File: config.mk
export PLATFORM = sky130hd
export DESIGN_NAME = packet_checksum_verifier
export DESIGN_NICKNAME = d
export VERILOG_FILES = /design/src/pcv_pkg.sv /design/src/packet_checksum_verifier.sv /design/src/pcv_front.sv /design/src/pcv_queue.sv /design/src/pcv_back.sv
export SDC_FILE = /design/constraint.sdc
export NUM_CORES = 1
export LEC_CHECK = 0
export BUFFER_PORTS_ARGS = -buffer_cell sky130_fd_sc_hd__buf_2
export CAP_MARGIN = 10
export CORE_MARGIN = 1.5
export CORE_UTILIZATION = 38
export DETAILED_ROUTE_END_ITERATION = 10
export PLACE_DENSITY = 0.5
export RECOVER_POWER = 100
export SLEW_MARGIN = 20
export SYNTH_ARGS = -nofsm -noshare
export SYNTH_HDL_FRONTEND = slang
export SYNTH_SLANG_ARGS = --single-unit
File: constraint.sdc
create_clock -name clk -period 10.15 [get_ports clk]
set_input_delay 1.5225 -clock clk [delete_from_list [all_inputs] [get_ports clk]]
set_output_delay 1.5225 -clock clk [all_outputs]
set_load 0.1 [all_outputs]
File: src/pcv_pkg.sv
`default_nettype none

package pcv_pkg;

  localparam int unsigned MAX_PACKET_BYTES_DEF = 256;
  localparam int unsigned HDR_BYTES            = 8;
  localparam int unsigned MIN_PACKET_BYTES     = 10;
  localparam int unsigned QUEUE_DEPTH          = 4;
  localparam logic [15:0] SUM_MASK             = 16'hffff;

  typedef enum logic [1:0] {
    ST_OK       = 2'd0,
    ST_HDR_BAD  = 2'd1,
    ST_LEN_BAD  = 2'd2,
    ST_BODY_BAD = 2'd3
  } status_t;

  typedef enum logic {
    KIND_PAYLOAD = 1'b0,
    KIND_STATUS  = 1'b1
  } kind_t;

  typedef enum logic [1:0] {
    HW_COMMAND = 2'd0,
    HW_SIZE    = 2'd1,
    HW_RESULT  = 2'd2,
    HW_CHECK   = 2'd3
  } hdr_word_t;

  typedef struct packed {
    logic [7:0] rx_byte;
    logic       end_of_packet;
  } in_t;

  typedef struct packed {
    logic        item_kind;
    logic [7:0]  payload_byte;
    logic [1:0]  status;
    logic [15:0] command_code;
    logic [15:0] result_code;
    logic [7:0]  payload_length;
    logic        is_last;
  } out_t;

  // One queue entry: at most a payload byte and a status for one input byte.
  typedef struct packed {
    logic        has_pay;
    logic [7:0]  pay_byte;
    logic        pay_hi;
    logic        has_stat;
    status_t     stat_pre;
    logic        body_chk;
    logic [15:0] footer;
    logic [15:0] command;
    logic [15:0] result;
    logic [7:0]  plen;
  } qent_t;

  // Inverted ones' complement fold of an 18-bit sum.
  function automatic logic [15:0] inv_fold18(input logic [17:0] s);
    logic [16:0] f1;
    logic [15:0] f2;
    f1 = 17'(s[15:0]) + 17'(s[17:16]);
    f2 = f1[15:0] + 16'(f1[16]);
    return (~f2) & SUM_MASK;
  endfunction

endpackage

`default_nettype wire

File: src/packet_checksum_verifier.sv
`default_nettype none

// Packet checker: takes one received byte per request and, once the packet
// ends, reports a status with the header command and result words. Payload
// bytes come out two bytes after they arrive, so the 2-byte footer is never
// forwarded; discard the payload when the status is not ok. The front end
// accepts one byte every cycle while the 4-entry queue has room. The output
// register gives one result per cycle while out_ready is high, so a byte that
// both releases a payload byte and ends the packet yields two results; queue
// depth absorbs that. Bytes past MAX_PACKET_BYTES are dropped and flagged as a
// length error, as is any packet shorter than 10 bytes.
module packet_checksum_verifier #(
  parameter int unsigned MAX_PACKET_BYTES = pcv_pkg::MAX_PACKET_BYTES_DEF
) (
  input  wire logic          clk,
  input  wire logic          rst_n,
  input  wire logic          in_valid,
  output logic               in_ready,
  input  wire pcv_pkg::in_t  in_data,
  output logic               out_valid,
  input  wire logic          out_ready,
  output pcv_pkg::out_t      out_data
);

  pcv_pkg::qent_t push_ent;
  pcv_pkg::qent_t head_ent;
  logic           push;
  logic           pop;
  logic           head_vld;
  logic           full;
  logic           acc;

  assign in_ready = !full;
  assign acc      = in_valid && in_ready;

  pcv_front #(
    .MAX_PACKET_BYTES(MAX_PACKET_BYTES)
  ) u_front (
    .clk      (clk),
    .rst_n    (rst_n),
    .acc      (acc),
    .in_data  (in_data),
    .push_ent (push_ent),
    .push     (push)
  );

  pcv_queue u_queue (
    .clk      (clk),
    .rst_n    (rst_n),
    .push     (push),
    .push_ent (push_ent),
    .pop      (pop),
    .head_ent (head_ent),
    .head_vld (head_vld),
    .full     (full)
  );

  pcv_back u_back (
    .clk       (clk),
    .rst_n     (rst_n),
    .head_ent  (head_ent),
    .head_vld  (head_vld),
    .pop       (pop),
    .out_valid (out_valid),
    .out_ready (out_ready),
    .out_data  (out_data)
  );

endmodule

`default_nettype wire

File: src/pcv_front.sv
`default_nettype none

module pcv_front #(
  parameter int unsigned MAX_PACKET_BYTES = pcv_pkg::MAX_PACKET_BYTES_DEF
) (
  input  wire logic         clk,
  input  wire logic         rst_n,
  input  wire logic         acc,
  input  wire pcv_pkg::in_t in_data,
  output pcv_pkg::qent_t    push_ent,
  output logic              push
);

  localparam int unsigned CNT_W = $clog2(MAX_PACKET_BYTES + 2);
  localparam logic [CNT_W-1:0] CNT_MAX  = CNT_W'(MAX_PACKET_BYTES);
  localparam logic [CNT_W-1:0] CNT_SAT  = CNT_W'(MAX_PACKET_BYTES + 1);
  localparam logic [CNT_W-1:0] CNT_HDR  = CNT_W'(pcv_pkg::HDR_BYTES);
  localparam logic [CNT_W-1:0] CNT_MIN  = CNT_W'(pcv_pkg::MIN_PACKET_BYTES);

  logic [CNT_W-1:0] cnt_r, cnt_nxt;
  logic [15:0]      cmd_r, cmd_nxt;
  logic [15:0]      size_r, size_nxt;
  logic [15:0]      res_r, res_nxt;
  logic [15:0]      chk_r, chk_nxt;
  logic [7:0]       dly0_r, dly0_nxt;
  logic [7:0]       dly1_r, dly1_nxt;

  logic             in_range;
  logic             is_hdr;
  logic             is_pay;
  logic [CNT_W-1:0] n_sat;
  logic [15:0]      hdr_calc;
  logic             len_bad;

  assign in_range = cnt_r < CNT_MAX;
  assign is_hdr   = in_range && (cnt_r < CNT_HDR);
  assign is_pay   = in_range && (cnt_r >= CNT_MIN);
  assign cnt_nxt  = (cnt_r < CNT_SAT) ? cnt_r + CNT_W'(1) : cnt_r;

  always_comb begin
    cmd_nxt  = cmd_r;
    size_nxt = size_r;
    res_nxt  = res_r;
    chk_nxt  = chk_r;
    dly0_nxt = dly0_r;
    dly1_nxt = dly1_r;
    if (is_hdr) begin
      unique case (pcv_pkg::hdr_word_t'(cnt_r[2:1]))
        pcv_pkg::HW_COMMAND: begin
          if (cnt_r[0]) cmd_nxt[15:8] = in_data.rx_byte;
          else          cmd_nxt[7:0]  = in_data.rx_byte;
        end
        pcv_pkg::HW_SIZE: begin
          if (cnt_r[0]) size_nxt[15:8] = in_data.rx_byte;
          else          size_nxt[7:0]  = in_data.rx_byte;
        end
        pcv_pkg::HW_RESULT: begin
          if (cnt_r[0]) res_nxt[15:8] = in_data.rx_byte;
          else          res_nxt[7:0]  = in_data.rx_byte;
        end
        pcv_pkg::HW_CHECK: begin
          if (cnt_r[0]) chk_nxt[15:8] = in_data.rx_byte;
          else          chk_nxt[7:0]  = in_data.rx_byte;
        end
        default: ;
      endcase
    end else if (in_range) begin
      // advance the two-byte delay line that holds back the footer
      dly0_nxt = dly1_r;
      dly1_nxt = in_data.rx_byte;
    end
  end

  assign n_sat    = (cnt_nxt > CNT_MAX) ? CNT_MAX : cnt_nxt;
  assign hdr_calc = pcv_pkg::inv_fold18(18'(cmd_nxt) + 18'(size_nxt) + 18'(res_nxt));
  assign len_bad  = (cnt_nxt < CNT_MIN) || (cnt_nxt > CNT_MAX);

  always_comb begin
    push_ent          = '0;
    push_ent.has_pay  = is_pay;
    push_ent.pay_byte = dly0_r;
    push_ent.pay_hi   = cnt_r[0];
    push_ent.has_stat = in_data.end_of_packet;
    push_ent.footer   = {dly1_nxt, dly0_nxt};
    push_ent.command  = cmd_nxt;
    push_ent.result   = res_nxt;
    push_ent.plen     = len_bad && (cnt_nxt < CNT_MIN) ? 8'd0 : 8'(n_sat - CNT_MIN);
    priority if (len_bad) begin
      push_ent.stat_pre = pcv_pkg::ST_LEN_BAD;
    end else if (hdr_calc != chk_nxt) begin
      push_ent.stat_pre = pcv_pkg::ST_HDR_BAD;
    end else if (size_nxt != 16'(cnt_nxt)) begin
      push_ent.stat_pre = pcv_pkg::ST_LEN_BAD;
    end else begin
      push_ent.stat_pre = pcv_pkg::ST_OK;
      push_ent.body_chk = 1'b1;
    end
  end

  assign push = acc && (is_pay || in_data.end_of_packet);

  always_ff @(posedge clk) begin
    if (!rst_n) begin
      cnt_r  <= '0;
      cmd_r  <= '0;
      size_r <= '0;
      res_r  <= '0;
      chk_r  <= '0;
      dly0_r <= '0;
      dly1_r <= '0;
    end else if (acc) begin
      if (in_data.end_of_packet) begin
        cnt_r  <= '0;
        cmd_r  <= '0;
        size_r <= '0;
        res_r  <= '0;
        chk_r  <= '0;
        dly0_r <= '0;
        dly1_r <= '0;
      end else begin
        cnt_r  <= cnt_nxt;
        cmd_r  <= cmd_nxt;
        size_r <= size_nxt;
        res_r  <= res_nxt;
        chk_r  <= chk_nxt;
        dly0_r <= dly0_nxt;
        dly1_r <= dly1_nxt;
      end
    end
  end

endmodule

`default_nettype wire

File: src/pcv_queue.sv
`default_nettype none

module pcv_queue (
  input  wire logic           clk,
  input  wire logic           rst_n,
  input  wire logic           push,
  input  wire pcv_pkg::qent_t push_ent,
  input  wire logic           pop,
  output pcv_pkg::qent_t      head_ent,
  output logic                head_vld,
  output logic                full
);

  localparam int unsigned PTR_W = $clog2(pcv_pkg::QUEUE_DEPTH);
  localparam int unsigned CNT_W = $clog2(pcv_pkg::QUEUE_DEPTH + 1);

  pcv_pkg::qent_t   ent_r [pcv_pkg::QUEUE_DEPTH];
  logic [PTR_W-1:0] wp_r, rp_r;
  logic [CNT_W-1:0] cnt_r;

  assign head_ent = ent_r[rp_r];
  assign head_vld = cnt_r != '0;
  assign full     = cnt_r == CNT_W'(pcv_pkg::QUEUE_DEPTH);

  always_ff @(posedge clk) begin
    if (push) ent_r[wp_r] <= push_ent;
  end

  always_ff @(posedge clk) begin
    if (!rst_n) begin
      wp_r  <= '0;
      rp_r  <= '0;
      cnt_r <= '0;
    end else begin
      if (push) wp_r <= wp_r + PTR_W'(1);
      if (pop)  rp_r <= rp_r + PTR_W'(1);
      if (push && !pop)      cnt_r <= cnt_r + CNT_W'(1);
      else if (pop && !push) cnt_r <= cnt_r - CNT_W'(1);
    end
  end

endmodule

`default_nettype wire

File: src/pcv_back.sv
`default_nettype none

module pcv_back (
  input  wire logic           clk,
  input  wire logic           rst_n,
  input  wire pcv_pkg::qent_t head_ent,
  input  wire logic           head_vld,
  output logic                pop,
  output logic                out_valid,
  input  wire logic           out_ready,
  output pcv_pkg::out_t       out_data
);

  logic           stat_phase_r;
  logic [15:0]    sum_r;
  logic           out_valid_r;
  pcv_pkg::out_t  out_data_r;

  logic           load;
  logic           emit_pay;
  logic [16:0]    sum_raw;
  logic [15:0]    sum_nxt;
  pcv_pkg::out_t  item;

  assign load     = head_vld && (!out_valid_r || out_ready);
  assign emit_pay = head_ent.has_pay && !stat_phase_r;
  assign pop      = load && !(emit_pay && head_ent.has_stat);

  // add the byte in its lane, wrap the carry back in
  assign sum_raw = 17'(sum_r) + (head_ent.pay_hi ? {1'b0, head_ent.pay_byte, 8'h00}
                                                 : {9'h000, head_ent.pay_byte});
  assign sum_nxt = sum_raw[15:0] + 16'(sum_raw[16]);

  always_comb begin
    item = '0;
    if (emit_pay) begin
      item.item_kind    = pcv_pkg::KIND_PAYLOAD;
      item.payload_byte = head_ent.pay_byte;
      item.is_last      = !head_ent.has_stat;
    end else begin
      item.item_kind      = pcv_pkg::KIND_STATUS;
      item.command_code   = head_ent.command;
      item.result_code    = head_ent.result;
      item.payload_length = head_ent.plen;
      item.is_last        = 1'b1;
      if (head_ent.body_chk)
        item.status = ((~sum_r & pcv_pkg::SUM_MASK) != head_ent.footer) ?
                      pcv_pkg::ST_BODY_BAD : pcv_pkg::ST_OK;
      else
        item.status = head_ent.stat_pre;
    end
  end

  always_ff @(posedge clk) begin
    if (load) out_data_r <= item;
  end

  always_ff @(posedge clk) begin
    if (!rst_n) begin
      out_valid_r  <= 1'b0;
      stat_phase_r <= 1'b0;
      sum_r        <= '0;
    end else begin
      if (load) out_valid_r <= 1'b1;
      else if (out_ready) out_valid_r <= 1'b0;
      if (load) begin
        if (emit_pay) begin
          sum_r        <= sum_nxt;
          stat_phase_r <= head_ent.has_stat;
        end else begin
          // status sent: start the next packet from a clean sum
          sum_r        <= '0;
          stat_phase_r <= 1'b0;
        end
      end
    end
  end

  assign out_valid = out_valid_r;
  assign out_data  = out_data_r;

endmodule

`default_nettype wire

==> key figures <==
Clocking
  • TritonCTS clock tree: yes
  • Htree depth: 2
  • Clk buf depth: 3
  • Number of buffers created by CTS: slightly below 50
  • Skew-Pair Late Insertion Delay: 0.60 ns
  • Hold buffers post-CTS: 0
  • Post-CTS setup buffers: 0
  • Root buf cell: clkbuf_16
  • Worst-path clk slew: around 0.06 ns
  • Clock Sinks: about 450

Setup path
  • Critical Path Max Stage Delay: about 0.4 ns
  • Crit path DAT: around 10 ns
  • Worst EP required: 10.53 ns
  • Worst setup EP type: register
  • Nature of the critical path startpoint: register
  • Critical path type: register to register
  • Critical Path Fanout Max: 8
  • Critical Path Slowest Stage Cell: o41ai_4

Synth
  • Seq/Total Area, Yosys: a little under three fifths
  • Syn Nets: roughly 1800
  • Ys async rst share: 0%
  • Cell count after synthesis: approximately 1700
  • Post-synth top area cell: edfxtp_1
  • EDFF count, synth: between 300 and 400
  • Yosys reg bits: 448
  • Main flop type after synthesis: edfxtp_1
  • Ys Warns: 0
  • Cell Area, Synth: 22000 sq um
  • Largest cells by area after synthesis: edfxtp_1 45%, dfxtp_1 11%, mux4_2 7.2%, nor2b_1 4.5%, ha_1 3.5%
  • Post-synth top area share: 45.4%
  • Synth cell types: 83
  • Syn avg cell area: around 13 sq um

Drt
  • Post-Route WL: 56.2 mm
  • Vias/cell: around 5.5
  • Routed Antenna Nets: 0
  • First-iteration detailed-routing DRC count: approximately 800
  • Pre-antenna DRT Iters: 7
  • WL/cell: 22.1 microns
  • Residual DRC count: 0
  • Via count of the routed design: ~14000

Pwr
  • Flop pwr share: a little under two fifths
  • Combinational power share: around a third
  • Clock power frac: roughly 28%
  • Pwr Density: ~260 nW/um^2
  • Psw: around 0.0025 W
  • LEAKAGE: ~8.5 nW
  • Sw Share: 39.4%
  • Int Pwr: 0.00383 W
  • Worst-case vdd ir drop: 0.235 mV

Worst hold path
  • Min-Delay Path Class: register to register

Timing
  • Fin crit period: about 9.5 ns
  • Final Skew: roughly 0.023 ns
  • FMAX: 105 MHz
  • Hold Fails Final Rpt: 0
  • Slew @ Worst Pin: 4.36 ns
  • RSZ-0062 raised after global routing: no
  • Slew HR: -191%
  • Final Cycle Share: between 90% and 100%
  • Pins Over Slew Limit: approximately 640
  • Setup violators final: 0
  • Min Hold Slack: approximately 0.5 ns

Floorplan
  • IO Count: 67
  • Core outline area: 56700 sq um
  • Chip width: roughly 240 microns
  • Die height: around 240 microns
  • Starting density of the core: around 39%
  • Die Area: ~59000 sq um
  • Row cnt: 87

Finish
  • Layout Nets: about 1800
  • # diodes: 0
  • Share of layout cells above drive strength 1: around an eighth
  • Syn-to-layout area delta: 12.5%
  • Post-route cell area: between 20000 and 25000 sq um
  • Non-filler instance count after layout: 2540

Global routing
  • Total GRT Usage: 19.1%
  • Initial antenna violation count: 2
  • Global-route wire length before repair: just under 90 mm
  • Vias in the first global route: roughly 14000
  • GRT overflow: 0
  • Pin count of the biggest net entering global routing: about 100

Placed design
  • PortBufs: 66
  • Hpwl dp: approximately 38 mm
  • Placed insts: approximately 2500
  • Routability congestion estimate: about 0.86
  • Placed cell areas: about 23000 sq um

Status
  • Failing checks: max-capacitance violations, max-slew violations
  • Status: finished, violations left

Flow run
  • Max cap viols: 13
flip-flops by register name (all words and copies together) (netlist names), 8 cells and up, named ones only:
name             flops
u_back.out_data     52
u_back.sum_r        16
u_front.chk_r       16
u_front.cmd_r       16
u_front.cnt_r        9
u_front.dly0_r       8
u_front.dly1_r       8
u_front.res_r       16
u_front.size_r      16
u_queue.ent_r      280
worst max-delay path: cells and delay by family, from the launching register on:
kind	cells	cell delay [ns]
adder cells (fa/ha/maj)	6	1.56
multiplexers	1	0.37
flip-flops	1	0.39
AND/OR/NAND/NOR	15	2.98
XOR/XNOR	2	0.36
AO/OA/AOI/OAI	18	3.64
power by group through the flow:
stage	Sequential (W)	Combinational (W)	Clock [W]
finish	0.00234	0.00222	0.00175
global route	0.00237	0.00237	0.00187
CTS	0.00233	0.00229	0.00179
detailed placement	0.00237	0.00228	0
global placement	0.00236	0.00228	0
floorplan	0.00312	0.00103	0
synthesized netlist by cell type (13+ instances only):
| cell | instances |
|---|---|
| nor2_1 | 66 |
| a21oi_1 | 45 |
| ha_1 | 61 |
| mux2_2 | 66 |
| inv_1 | 28 |
| nand3_1 | 33 |
| nor3_1 | 30 |
| xor2_1 | 29 |
| a21o_1 | 13 |
| xnor2_1 | 79 |
| nor4_1 | 14 |
| nand2b_1 | 13 |
| nand2_1 | 66 |
| nor2b_1 | 157 |
| dfxtp_1 | 116 |
| a22oi_1 | 96 |
| mux4_2 | 70 |
| mux2i_1 | 17 |
| and2_1 | 35 |
| o21ai_0 | 44 |
| edfxtp_1 | 332 |
| clkbuf_1 | 75 |
metrics by stage:
| stage | setup TNS (ns) | setup slack [ns] | power (W) | util [%] |
|---|---|---|---|---|
| after floorplan | 0 | 0.784 | 0.00415 | - |
| after global placement | 0 | 0.209 | 0.00464 | 40.9 |
| after detailed placement | -0.123 | -0.0308 | 0.00465 | 40.9 |
| after CTS | 0 | 0.139 | 0.00641 | 43.7 |
| after global routing | 0 | 0.00455 | 0.00661 | 43.6 |
| final | 0 | 0.614 | 0.00631 | 43.6 |
placed cells by master (no fill, tap or decap), drive strengths merged, types with 14 or more instances in the layout:
| cell type | n |
|---|---|
| a21oi | 46 |
| a22oi | 96 |
| and2 | 39 |
| buf | 28 |
| clkbuf | 129 |
| clkinv | 23 |
| dfxtp | 116 |
| edfxtp | 332 |
| ha | 61 |
| inv | 32 |
| mux2 | 66 |
| mux2i | 17 |
| mux4 | 70 |
| nand2 | 66 |
| nand3 | 33 |
| nand4 | 14 |
| nor2 | 67 |
| nor2b | 157 |
| nor3 | 30 |
| nor4 | 16 |
| o21ai | 49 |
| xnor2 | 79 |
| xor2 | 29 |
final timing paths:
kind / start / end / slack (ns) / cells after the start
max: u_front.cnt_r[4]$_SDFFE_PN0P_ / u_queue.ent_r[2][58]$_DFFE_PP_ / 0.61 / 42
min: u_back.out_valid$_SDFFE_PN0P_ / u_back.out_valid$_SDFFE_PN0P_ / 0.49 / 2
max reg2reg: u_front.cnt_r[4]$_SDFFE_PN0P_ / u_queue.ent_r[2][58]$_DFFE_PP_ / 0.61 / 42
min reg2reg: u_back.out_valid$_SDFFE_PN0P_ / u_back.out_valid$_SDFFE_PN0P_ / 0.49 / 2
cell type report:
type | count | area, sq um
fill | 5295 | 32000
sequential | 448 | 12300
multi-input combinational | 1118 | 9330
clock buffer | 57 | 1270
tap | 756 | 946
timing repair buffer | 100 | 463
clock inverter | 33 | 304
inverter | 28 | 105
cells by family (layout without fill, tap and decap cells):
group	Yosys count	after routing	share of synthesized area, %
AO/OA/AOI/OAI	301	301	9.78
adder cells (fa/ha/maj)	66	66	3.93
flip-flops	448	448	56.0
AND/OR/NAND/NOR	487	487	12.5
buffers and inverters	110	218	1.88
multiplexers	153	153	11.3
XOR/XNOR	111	111	4.62
layer usage:
metal  global-route usage, %  wire length [microns]  vias to the layer above
met2                    32.3                  27700                      211
met5                       0                      0                        -
met1                    25.7                  25400                     7055
li1                        -                      -                     6541
met3                    2.40                   1710                       69
met4                    5.33                   1360                        0
timing repair:
item | CTS | global route
resized for setup | 1 | 15
pin swaps | 0 | 1
endpoints found under the setup margin | 4 | 12
cloned | 0 | 0
Power figures use the tool's default switching activity.
